<file path="src/hdl/stpe_pkg.sv">
// ----------------------------------------------------------------------------
// stpe_pkg
// shared constants, types and the rounding function of the saddle torus
// point evaluator
// ----------------------------------------------------------------------------
package stpe_pkg;

    localparam int FRAC_BITS      = 16;
    localparam int PHASE_BITS     = 16;
    localparam int PHASE_W        = 16;
    localparam int COORD_W        = 19;
    localparam int TURN_W         = 32;
    localparam int TRIG_W         = 32;
    localparam int CORE_W         = 34;
    localparam int ANGLE_W        = 33;
    localparam int ATAN_W         = 30;
    localparam int ROOT_W         = 32;
    localparam int WIDE_W         = 64;

    localparam int CORDIC_STEPS   = 24;
    localparam int ROOT_STEPS     = 32;

    localparam int QUEUE_DEPTH    = 4;
    localparam int QUEUE_PTR_BITS = $clog2(QUEUE_DEPTH);
    localparam int COUNT_BITS     = $clog2(QUEUE_DEPTH + 1);

    localparam int CORDIC_LAT     = CORDIC_STEPS + 2;
    localparam int SIGN_DELAY     = ROOT_STEPS;
    localparam int XY_DELAY       = ROOT_STEPS + 1;
    localparam int OUT_LAT        = CORDIC_LAT + 2 + ROOT_STEPS + 2;

    localparam logic signed [CORE_W-1:0] CORDIC_GAIN = 34'sd652032874;
    localparam logic signed [CORE_W-1:0] TWO_Q30     = 34'sd2147483648;
    localparam logic [TURN_W-1:0]        THIRD_TURN  = 32'h5555_5555;

    localparam logic [ATAN_W-1:0] ATAN_TURNS [CORDIC_STEPS] = '{
        30'd536870912, 30'd316933406, 30'd167458907, 30'd85004757,
        30'd42667331,  30'd21354465,  30'd10679838,  30'd5340245,
        30'd2670163,   30'd1335087,   30'd667544,    30'd333772,
        30'd166886,    30'd83443,     30'd41722,     30'd20861,
        30'd10430,     30'd5215,      30'd2608,      30'd1304,
        30'd652,       30'd326,       30'd163,       30'd81
    };

    typedef struct packed {
        logic              valid;
        logic [TURN_W-1:0] pu;
        logic [TURN_W-1:0] pv;
    } t_job;

    function automatic logic [COORD_W-1:0] finish_q60(input logic signed [WIDE_W-1:0] q);
        logic signed [WIDE_W:0] qe;
        logic signed [WIDE_W:0] r;
        logic signed [WIDE_W:0] lim;
        qe  = (WIDE_W+1)'(q);
        lim = 65'sd3 <<< FRAC_BITS;
        r   = (qe + (65'sd1 <<< (60 - FRAC_BITS - 1))) >>> (60 - FRAC_BITS);
        if (r > lim) begin
            r = lim;
        end else if (r < -lim) begin
            r = -lim;
        end
        return r[COORD_W-1:0];
    endfunction

endpackage

</file>
<file path="src/hdl/stpe_front.sv">
// ----------------------------------------------------------------------------
// stpe_front
// takes start transactions, widens the phases and queues them for the back end
// ----------------------------------------------------------------------------
module stpe_front (
    input  logic                           i_clk,
    input  logic                           i_rst_n,
    input  logic                           start,
    input  logic [stpe_pkg::PHASE_W-1:0]   i_u_phase,
    input  logic [stpe_pkg::PHASE_W-1:0]   i_v_phase,
    output logic                           busy,
    output stpe_pkg::t_job                 o_job
);
    import stpe_pkg::*;

    logic [PHASE_W-1:0]        r_q_u [QUEUE_DEPTH];
    logic [PHASE_W-1:0]        r_q_v [QUEUE_DEPTH];
    logic [QUEUE_PTR_BITS-1:0] r_wr_ptr, n_wr_ptr;
    logic [QUEUE_PTR_BITS-1:0] r_rd_ptr, n_rd_ptr;
    logic [COUNT_BITS-1:0]     r_count, n_count;
    logic                      push;
    logic                      pop;

    assign busy = (r_count == COUNT_BITS'(QUEUE_DEPTH));
    assign push = start && !busy;
    assign pop  = (r_count != '0);

    always_comb begin
        n_wr_ptr = push ? r_wr_ptr + 1'b1 : r_wr_ptr;
        n_rd_ptr = pop  ? r_rd_ptr + 1'b1 : r_rd_ptr;
        n_count  = r_count + COUNT_BITS'(push) - COUNT_BITS'(pop);
    end

    always_ff @(posedge i_clk) begin
        if (!i_rst_n) begin
            r_wr_ptr <= '0;
            r_rd_ptr <= '0;
            r_count  <= '0;
        end else begin
            r_wr_ptr <= n_wr_ptr;
            r_rd_ptr <= n_rd_ptr;
            r_count  <= n_count;
        end
    end

    always_ff @(posedge i_clk) begin
        if (push) begin
            r_q_u[r_wr_ptr] <= i_u_phase;
            r_q_v[r_wr_ptr] <= i_v_phase;
        end
    end

    always_comb begin
        o_job.valid = pop;
        o_job.pu    = TURN_W'(r_q_u[r_rd_ptr]) << (TURN_W - PHASE_BITS);
        o_job.pv    = TURN_W'(r_q_v[r_rd_ptr]) << (TURN_W - PHASE_BITS);
    end

endmodule

</file>
<file path="config.mk">
export PLATFORM = sky130hd
export DESIGN_NAME = stpe_front
export DESIGN_NICKNAME = d
export VERILOG_FILES = /design/src/hdl/stpe_pkg.sv /design/src/hdl/stpe_front.sv
export SDC_FILE = /design/constraint.sdc
export NUM_CORES = 1
export LEC_CHECK = 0
export BUFFER_PORTS_ARGS = -buffer_cell sky130_fd_sc_hd__buf_2
export CORE_UTILIZATION = 30
export CTS_BUF_LIST = sky130_fd_sc_hd__clkbuf_8
export DETAILED_ROUTE_END_ITERATION = 6
export HOLD_SLACK_MARGIN = 0.15
export PLACE_DENSITY = 0.45
export SLEW_MARGIN = 20
export SYNTH_ARGS = -nofsm -noshare
export SYNTH_HDL_FRONTEND = slang
export SYNTH_SLANG_ARGS = --single-unit
</file>
<file path="constraint.sdc">
create_clock -name i_clk -period 6.6 [get_ports i_clk]
set_input_delay 0.33 -clock i_clk [delete_from_list [all_inputs] [get_ports i_clk]]
set_output_delay 0.33 -clock i_clk [all_outputs]
set_load 0.03 [all_outputs]
</file>
==> results of run 1 <==
[critical path, stage by stage, from the launching register on]
cell,delay (ns)
dfxtp_2,0.67
buf_4,0.44
mux4_1,0.64
buf_2,0.20
[power by group through the flow]
stage	registers, W	clock network, W	logic, W
floorplan	0.00110	0	0.000682
global placement	0.00117	0	0.000805
detailed placement	0.00118	0	0.000806
CTS	0.00116	0.000639	0.000822
global route	0.00117	0.000669	0.000863
finish	0.00115	0.000615	0.000798
[routing by layer]
| metal | track usage (%) | wire, um |
|---|---|---|
| met1 | 12.1 | 4050 |
| met2 | 19.0 | 4950 |
| met3 | 4.04 | 483 |
| met4 | 5.56 | 133 |
| met5 | 0 | 0 |
[sequential cells by signal (all words and copies together), names as in the netlist, named ones only]
signal and count:
r_count 3, r_q_u 64, r_q_v 64, r_rd_ptr 2, r_wr_ptr 2
[cell type report]
type                       instances  share of cell area, %
sequential                       137                   61.7
multi-input combinational         95                   18.1
timing repair buffer             101                   10.2
tap                              225                   4.31
clock buffer                      17                   3.59
clock inverter                    13                   1.74
inverter                           5                  0.288
[kinds of logic (layout without fill, tap and decap cells)]
logic type	Yosys count	count (layout)	share of synthesized area, %
and+or+nand+nor	18	18	2.10
buffers and inverters	47	136	6.34
AOI/OAI and AO/OA	1	1	0.138
xor gates and xnor gates	3	3	0.484
DFF	137	137	74.1
adders and majority gates	7	7	1.75
other	1	32	0.0691
muxes	34	34	15.0
[final timing paths]
| kind | from | endpoint | slack (ns) | cells after the start |
|---|---|---|---|---|
| worst max-delay path | flip-flop | o_job[17] | 3.89 | 3 |
| worst min-delay path | i_rst_n | r_wr_ptr[0]$_SDFFE_PN0P_ | 0.23 | 3 |
| worst max register to register | r_count[1]$_SDFF_PN0_ | r_count[2]$_SDFF_PN0_ | 4.11 | 11 |
| worst min register to register | r_wr_ptr[0]$_SDFFE_PN0P_ | r_wr_ptr[0]$_SDFFE_PN0P_ | 0.51 | 2 |
[layout by cell type (no fill, tap or decap), types with 2 or more instances in the layout]
cell / synthesis / layout
nor2b_1: 2 / 2
mux4_1: 20 / 20
clkbuf_8: 1 / 17
inv_1: 5 / 6
and3_1: 2 / 2
ha_1: 6 / 6
conb_1: 1 / 32
mux2i_1: 2 / 2
dfxtp_1: 9 / 7
buf_2: 3 / 68
and2_1: 7 / 3
xnor2_1: 3 / 3
and2_2: 0 / 4
dfxtp_2: 0 / 2
bufinv_16: 0 / 2
clkinv_1: 0 / 6
mux4_2: 12 / 12
dlygate4sd3_1: 0 / 32
clkinvlp_4: 0 / 3
nand2_1: 4 / 4
edfxtp_1: 128 / 128
[timing repair]
item	in CTS	in global routing
hold buffers	32	0
setup endpoints to repair	0	0
endpoints found under the hold margin	128	0
[metrics by stage]
stage	util [%]	std cells	total power (W)	setup slack, ns
4_1_cts	37.3	593	0.00262	3.79
2_1_floorplan	-	279	0.00179	4.14
5_1_grt	37.3	593	0.00270	3.70
6_report	37.3	593	0.00256	3.89
3_3_place_gp	33.5	531	0.00198	4.24
3_5_place_dp	33.5	531	0.00198	4.13
==> summary.txt, run 1 <==
Clock tree
  • Clock Tree Buf Depth: 2
  • Root Buffer: clkbuf_8
  • Post-CTS sizing: 0
  • H-tree depth: 4
  • Clock-pin slew on the worst setup and hold paths: 0.07 ns
  • Cts bufs inserted: 17
  • CTS tree: built
  • Clock latency on the worst-skew pair: 0.43 ns
  • Post-CTS setup buffers: 0
  • # clock sinks: 137

Layout
  • Multi-input gate area: 1180 um^2
  • Layout filler cell count: 1,647
  • Storage element area: 4030 um^2
  • N_diodes: 0
  • Design Area, Final: 6530 um^2
  • Layout overhead on the synthesized area: 20.2%
  • Nets@finish: 399
  • Fraction of layout cells with a size suffix above 1: 30.4%

Synth
  • Top cell type's share of synthesized area: 70.8%
  • Post-synth EDFFs: 128
  • Sequential fraction of the synthesis area: 74.1%
  • #FFs+latches synth: 137
  • Post-Synthesis Cells: 248
  • Cell Area, Synth: 5430 um^2
  • Most frequent cell after synthesis: edfxtp_1
  • Count of cell types in the netlist: 23
  • Asr flop ratio synth: 0%
  • Yosys warning total: 0
  • Synth top area cells: edfxtp_1, mux4_1, mux4_2
  • Main synth FF type: edfxtp_1
  • Synth Area per Inst: 21.9 um^2
  • Cell taking the most area after synthesis: edfxtp_1
  • Post-synth top cells: edfxtp_1, buf_4, mux4_1, mux4_2, dfxtp_1

Global route
  • Total GRT Usage: 11.1%
  • Vias in the first global route: 2,580
  • Largest net degree at the start of global routing: 33
  • Initial antenna violation count: 0
  • Overflow after GRT: 0
  • Global-route wire length before repair: 14,300 um

Power and ir drop
  • Net Switching: 0.000867 W
  • Clock power share: 24.0%
  • Sw Ratio: 33.8%
  • Sequential share of power: 44.9%
  • PwrDens: 393 nW/um^2
  • Combinational group share of total power: 31.1%
  • Highest ir drop seen on vdd: 162 uV
  • Leakage Power: 2.32 nW
  • Internal power: 0.00170 W

Place
  • HPWL after detailed placement: 5560 um
  • Area after DPL: 5860 um^2
  • Gpl congestion: 0.617
  • Buffers added on ports: 68

STA
  • Final setup vio count: 0
  • Worst hold margin: 0.230 ns
  • Max_slew headroom: 34.9%
  • Final Max Tran Viols: 0
  • Fmax achieved: 369 MHz
  • Unrepaired setup endpoints after global routing: no
  • Final Critical Period: 2.71 ns
  • Setup TNS: 0 ns
  • Final hold vios: 0
  • Fin crit share: 41.1%
  • Slew @ Worst Pin: 0.977 ns
  • Final Skew: 0.00816 ns

Detailed routing
  • Total Routed Length: 9610 um
  • Final ANT Viol Nets: 0
  • Pre-antenna DRT Iters: 6
  • Vias per std cell: 4.22
  • Vias: 2,504
  • Avg WL per Cell: 16.2 um
  • Post-route DRC: 0
  • 1st-iter DRT viols: 113

Die
  • Die area: 18,600 um^2
  • Chip height: 137 um
  • Initial Utilization: 31.1%
  • Die X: 137 um
  • Std cell rows: 48
  • Num ports: 101
  • Core ar.: 17,500 um^2

Critical path
  • WS Path Type: flip-flop to output port
  • Worst setup SP type: flip-flop
  • CP endpoint kind: output port
  • Worst path required time: 6.27 ns
  • Critical Path AT: 2.38 ns
  • Max FO, Critical Path: 18

Run status
  • Status: completed

Flow run
  • Max_cap viols: 0

Hold path
  • Hold WC Path Type: input port to flip-flop
Power figures use the tool's default switching activity.
==> run 2: changes to the inputs <==
==> constraint.sdc (replaced) <==
create_clock -name i_clk -period 2.7 [get_ports i_clk]
set_input_delay 0.135 -clock i_clk [delete_from_list [all_inputs] [get_ports i_clk]]
set_output_delay 0.135 -clock i_clk [all_outputs]
set_load 0.03 [all_outputs]
==> summary.txt, run 2 (synthesized netlist as in run 1, its figures left out) <==
STA
  • Final Skew: 0.00945 ns (+0.00129 ns)
  • Fmax achieved: 438 MHz
  • Unrepaired setup endpoints after global routing: no
  • Final Max Tran Viols: 0 (unchanged)
  • Setup TNS: 0 ns (unchanged)
  • Slew @ Worst Pin: 0.580 ns (-0.396 ns)
  • Final Critical Period: 2.28 ns
  • Max_slew headroom: 61.3% (+26 points)
  • Final worst slack: 0.418 ns (-3.47 ns)
  • Final setup vio count: 0 (unchanged)
  • Final hold vios: 0 (unchanged)
  • Fin crit share: 84.5%

Detailed routing
  • Total Routed Length: 9630 um (+0.21%)
  • Vias per std cell: 4.20 (-0.64%)
  • Avg WL per Cell: 15.9 um (-1.6%)
  • 1st-iter DRT viols: 89 (-21%)
  • Final ANT Viol Nets: 0 (unchanged)
  • Pre-antenna DRT Iters: 4 (-2)
  • Vias: 2,534 (+1.2%)
  • Post-route DRC: 0 (unchanged)

Clock tree
  • H-tree depth: 4 (unchanged)
  • Post-CTS Hold Buffers: 33 (+3.1%)
  • Post-CTS sizing: 0 (unchanged)
  • CTS tree: built
  • Clock-pin slew on the worst setup and hold paths: 0.07 ns (about the same)
  • # clock sinks: 137 (unchanged)
  • Post-CTS setup buffers: 0 (unchanged)
  • Clock Tree Buf Depth: 2 (unchanged)
  • Cts bufs inserted: 17 (unchanged)
  • Clock latency on the worst-skew pair: 0.42 ns (about the same)
  • Root Buffer: clkbuf_8

Global route
  • Most Used Layer, Global Route: met2
  • Overflow after GRT: 0 (unchanged)
  • Total GRT Usage: 11.2% (+0.067 points)
  • Vias in the first global route: 2,651 (+2.8%)
  • Grt met1 use: 13.0% (+0.86 points)
  • GR met2 Demand/Resource: 18.8% (-0.20 points)
  • Largest net degree at the start of global routing: 23 (-30%)
  • GR Util met3: 3.41% (-0.63 points)
  • Initial antenna violation count: 0 (unchanged)
  • Global-route wire length before repair: 14,800 um (+3.1%)

Run status
  • Status: completed

Power and ir drop
  • Combinational group share of total power: 32.4% (+1.3 points)
  • Highest ir drop seen on vdd: 334 uV (+110%)
  • Clock power share: 24.4% (+0.4 points)
  • Internal power: 0.00427 W (+150%)
  • Leakage Power: 2.41 nW (+4.0%)
  • Sw Ratio: 33.3% (-0.49 points)
  • Sequential share of power: 43.2% (-1.7 points)
  • PwrDens: 960 nW/um^2 (+140%)
  • Net Switching: 0.00214 W (+150%)

Place
  • Placement Setup Slack: 0.486 ns (-3.64 ns)
  • Gpl congestion: 0.682 (+11%)
  • Buffers added on ports: 68 (unchanged)
  • HPWL after detailed placement: 6000 um (+7.8%)

Critical path
  • Worst path required time: 2.57 ns (-3.70 ns)
  • Critical Path AT: 2.15 ns (-0.23 ns)
  • Max FO, Critical Path: 20 (+2)
  • WS Path Type: flip-flop to output port
  • CP endpoint kind: output port
  • Worst setup SP type: flip-flop

Die
  • Num ports: 101 (unchanged)
  • Die area: 18,600 um^2 (unchanged)
  • Die X: 137 um (unchanged)
  • Std cell rows: 48 (unchanged)
  • Chip height: 137 um (unchanged)
  • Core ar.: 17,500 um^2 (unchanged)
  • Initial Utilization: 31.1% (unchanged)

Layout
  • Leading cell type in the layout, fill and taps excluded: edfxtp_1
  • Fraction of layout cells with a size suffix above 1: 32.7% (+2.3 points)
  • Regs by FF count: r_q_u x64, r_q_v x64, r_count x3
  • Layout overhead on the synthesized area: 22.9%
  • Storage element area: 4030 um^2 (unchanged)
  • Commonest non-fill, non-tap cells in the layout: edfxtp_1, buf_2, dlygate4sd3_1
  • Multi-input gate area: 1180 um^2 (unchanged)
  • N_diodes: 0 (unchanged)
  • Layout filler cell count: 1,614 (-2.0%)
  • Nets@finish: 408 (+2.3%)

Hold path
  • Hold WC Path Type: input port to flip-flop

Flow run
  • Max_cap viols: 0 (unchanged)
==> run 2: critical path, stage by stage, from the launching register on <==
cell,delay (ns)
dfxtp_2,0.62
buf_12,0.26
mux4_1,0.62
buf_2,0.21
==> run 2: routing by layer <==
metal,wire length (um),share of wire (%)
met1,3970,41
met2,5050,52
met3,430,4.5
met4,181,1.9
met5,0,0
==> run 2: power groups by stage <==
stage                     sequential [W]  clock (W)  combinational [W]
final                            0.00277    0.00156            0.00208
after global routing             0.00281    0.00170            0.00223
after CTS                        0.00279    0.00162            0.00213
after detailed placement         0.00283          0            0.00209
after global placement           0.00282          0            0.00209
after floorplan                  0.00270          0            0.00167
==> run 2: layout make-up <==
type / count / area share [%]
clock buffer: 19 / 3.92
clock inverter: 13 / 1.74
inverter: 5 / 0.281
multi-input combinational: 95 / 17.7
sequential: 137 / 60.3
tap: 225 / 4.22
timing repair buffer: 110 / 11.8
==> run 2: metrics by stage <==
step	cells	total power, W	cell area (um^2)	util (%)	hold slack [ns]
after floorplan	279	0.00437	5550	-	0.234
after global placement	539	0.00492	5970	34.1	0.350
after detailed placement	539	0.00492	5970	34.1	0.351
after CTS	604	0.00654	6680	38.2	0.218
after global routing	604	0.00673	6680	38.2	0.234
final	604	0.00641	6680	38.2	0.250
==> run 2: final timing paths <==
kind                                 start                  endpoint  slack, ns  cells past startpoint
setup / recovery                 flip-flop                 o_job[17]       0.42                      3
hold / removal                       start  r_wr_ptr[0]$_SDFFE_PN0P_       0.25                      4
setup reg to reg     r_count[1]$_SDFF_PN0_     r_count[2]$_SDFF_PN0_       0.50                      9
hold reg to reg   r_wr_ptr[0]$_SDFFE_PN0P_  r_wr_ptr[0]$_SDFFE_PN0P_       0.51                      2
==> run 3: changes to the inputs <==
==> constraint.sdc (replaced) <==
create_clock -name i_clk -period 2.1 [get_ports i_clk]
set_input_delay 0.105 -clock i_clk [delete_from_list [all_inputs] [get_ports i_clk]]
set_output_delay 0.105 -clock i_clk [all_outputs]
set_load 0.03 [all_outputs]
==> summary.txt, run 3 (synthesized netlist as in run 1, its figures left out) <==
STA
  • Final hold vios: 0 (unchanged)
  • Unrepaired setup endpoints after global routing: yes
  • Final Critical Period: 2.05 ns
  • Setup TNS: 0 ns (unchanged)
  • Final Max Tran Viols: 0 (unchanged)
  • Final setup vio count: 0 (unchanged)
  • Worst hold margin: 0.268 ns (+0.0174 ns)
  • Fmax achieved: 488 MHz
  • Final Skew: 0.00999 ns (+0.000543 ns)
  • Fin crit share: 97.6%

Critical path
  • Critical path, cell by cell: or3_4, ha_4, inv_1, ha_1, inv_2, fa_2, xnor2_2, xnor2_1, and2_1
  • Slowest CP cell: or3_4
  • Reg2Reg Depth: 9 (unchanged)
  • Worst path required time: 2.43 ns (-0.14 ns)
  • Max FO, Critical Path: 3 (-85%)
  • WS Path Type: flip-flop to flip-flop
  • Critical Path AT: 2.38 ns (+0.23 ns)
  • Max incr delay on CP: 0.40 ns (-0.22 ns)
  • Worst setup SP type: flip-flop
  • R2R Setup Slk: 0.05 ns (-0.45 ns)
  • CP endpoint kind: flip-flop

Die
  • Core ar.: 17,500 um^2 (unchanged)
  • Die X: 137 um (unchanged)
  • Initial Utilization: 31.1% (unchanged)
  • Chip height: 137 um (unchanged)
  • Die area: 18,600 um^2 (unchanged)
  • Num ports: 101 (unchanged)
  • Std cell rows: 48 (unchanged)

Flow run
  • Max_cap viols: 0 (unchanged)

Layout
  • Layout overhead on the synthesized area: 26.2%
  • Leading cell type in the layout, fill and taps excluded: edfxtp_1
  • Nets@finish: 416 (+2.0%)
  • Layout filler cell count: 1,625 (+0.68%)
  • Regs by FF count: r_q_u x64, r_q_v x64, r_count x3
  • Fraction of layout cells with a size suffix above 1: 37.0% (+4.2 points)
  • N_diodes: 0 (unchanged)
  • Commonest non-fill, non-tap cells in the layout: edfxtp_1, buf_2, dlygate4sd3_1

Place
  • Gpl congestion: 0.683 (+0.10%)
  • HPWL after detailed placement: 6100 um (+1.8%)
  • Buffers added on ports: 68 (unchanged)

Clock tree
  • Clock latency on the worst-skew pair: 0.43 ns (about the same)
  • # clock sinks: 137 (unchanged)
  • Root Buffer: clkbuf_8
  • H-tree depth: 4 (unchanged)
  • Clock Tree Buf Depth: 2 (unchanged)
  • Cts bufs inserted: 17 (unchanged)
  • Clock-pin slew on the worst setup and hold paths: 0.08 ns (about the same)
  • CTS tree: built

Global route
  • Total GRT Usage: 11.2% (+0.044 points)
  • Largest net degree at the start of global routing: 23 (unchanged)
  • Vias in the first global route: 2,638 (-0.49%)
  • Initial antenna violation count: 0 (unchanged)
  • Overflow after GRT: 0 (unchanged)
  • Global-route wire length before repair: 14,500 um (-2.0%)

Run status
  • Status: completed

Detailed routing
  • Final ANT Viol Nets: 0 (unchanged)
  • Avg WL per Cell: 16.0 um (+0.25%)
  • Pre-antenna DRT Iters: 4 (unchanged)
  • Total Routed Length: 9790 um (+1.6%)
  • Vias: 2,589 (+2.2%)
  • Vias per std cell: 4.23 (+0.83%)
  • 1st-iter DRT viols: 105 (+18%)
  • Post-route DRC: 0 (unchanged)

Hold path
  • Hold WC Path Type: input port to flip-flop
  • Worst Hold Depth: 5 (+1)

Power and ir drop
  • PwrDens: 1280 nW/um^2 (+34%)
  • Highest ir drop seen on vdd: 478 uV (+43%)
  • Leakage Power: 2.48 nW (+2.9%)
[run 3: cell types whose count changed in the layout (fill, tap and decap cells not counted), sizes merged]
cell      previous run  this run
buf                 77        85
clkinv               3         9
inv                 10         5
bufinv               2         5
clkbuf              19        17
clkinvlp             3         1
[run 3: area by class of cell]
class	instances	area, um^2	area share (%)
multi-input combinational	95	1210	17.7
tap	225	282	4.11
inverter	5	18.8	0.274
sequential	137	4040	58.9
clock buffer	17	234	3.41
timing repair buffer	118	861	12.6
clock inverter	15	206	3.01
[run 3: worst max-delay path: cells and delay by family, from the launching register on]
family / cells / cell delay [ns]
fa+ha+maj: 3 / 0.70
simple gates: 2 / 0.55
flops: 1 / 0.35
xor+xnor: 2 / 0.26
buf+inv: 2 / 0.09
[run 3: report_power, final]
group | internal (W) | leakage (nW) | switching, W | total (W)
combinational | 0.00121 | 1.01 | 0.00169 | 0.00290
clock | 0.00139 | 0.222 | 0.000967 | 0.00236
sequential | 0.00334 | 1.25 | 0.000183 | 0.00353
[run 3: timing repair]
action	4_1_cts	5_1_grt
endpoints found under the hold margin	137	0
setup buffers	3	0
endpoints found under the setup margin	3	1
gates resized for setup	5	2
hold buffers	33	0
pin swaps	3	1
[run 3: worst paths after layout]
check                           startpoint                        to
setup reg to reg     r_count[2]$_SDFF_PN0_     r_count[2]$_SDFF_PN0_
hold / removal                       start  r_wr_ptr[0]$_SDFFE_PN0P_
hold reg to reg   r_wr_ptr[0]$_SDFFE_PN0P_  r_wr_ptr[0]$_SDFFE_PN0P_
setup / recovery     r_count[2]$_SDFF_PN0_     r_count[2]$_SDFF_PN0_
[run 3: metrics by stage]
stage,power (W),cells,setup WS (ns),utilization (%),area (um^2)
3_5_place_dp,0.00642,544,-0.0107,34.5,6030
5_1_grt,0.00922,612,-0.00252,39.2,6850
6_report,0.00879,612,0.0505,39.2,6850
4_1_cts,0.00894,612,-0.0149,39.2,6850
3_3_place_gp,0.00640,544,0.0220,34.5,6030
2_1_floorplan,0.00564,279,-0.165,-,5560
[run 3: layer usage]
metal	GRT usage (%)	vias to the layer above	wire (um)
li1	-	1187	-
met1	13.0	1317	4210
met2	18.6	76	5040
met3	4.04	9	432
met4	5.19	0	104
met5	0	-	0
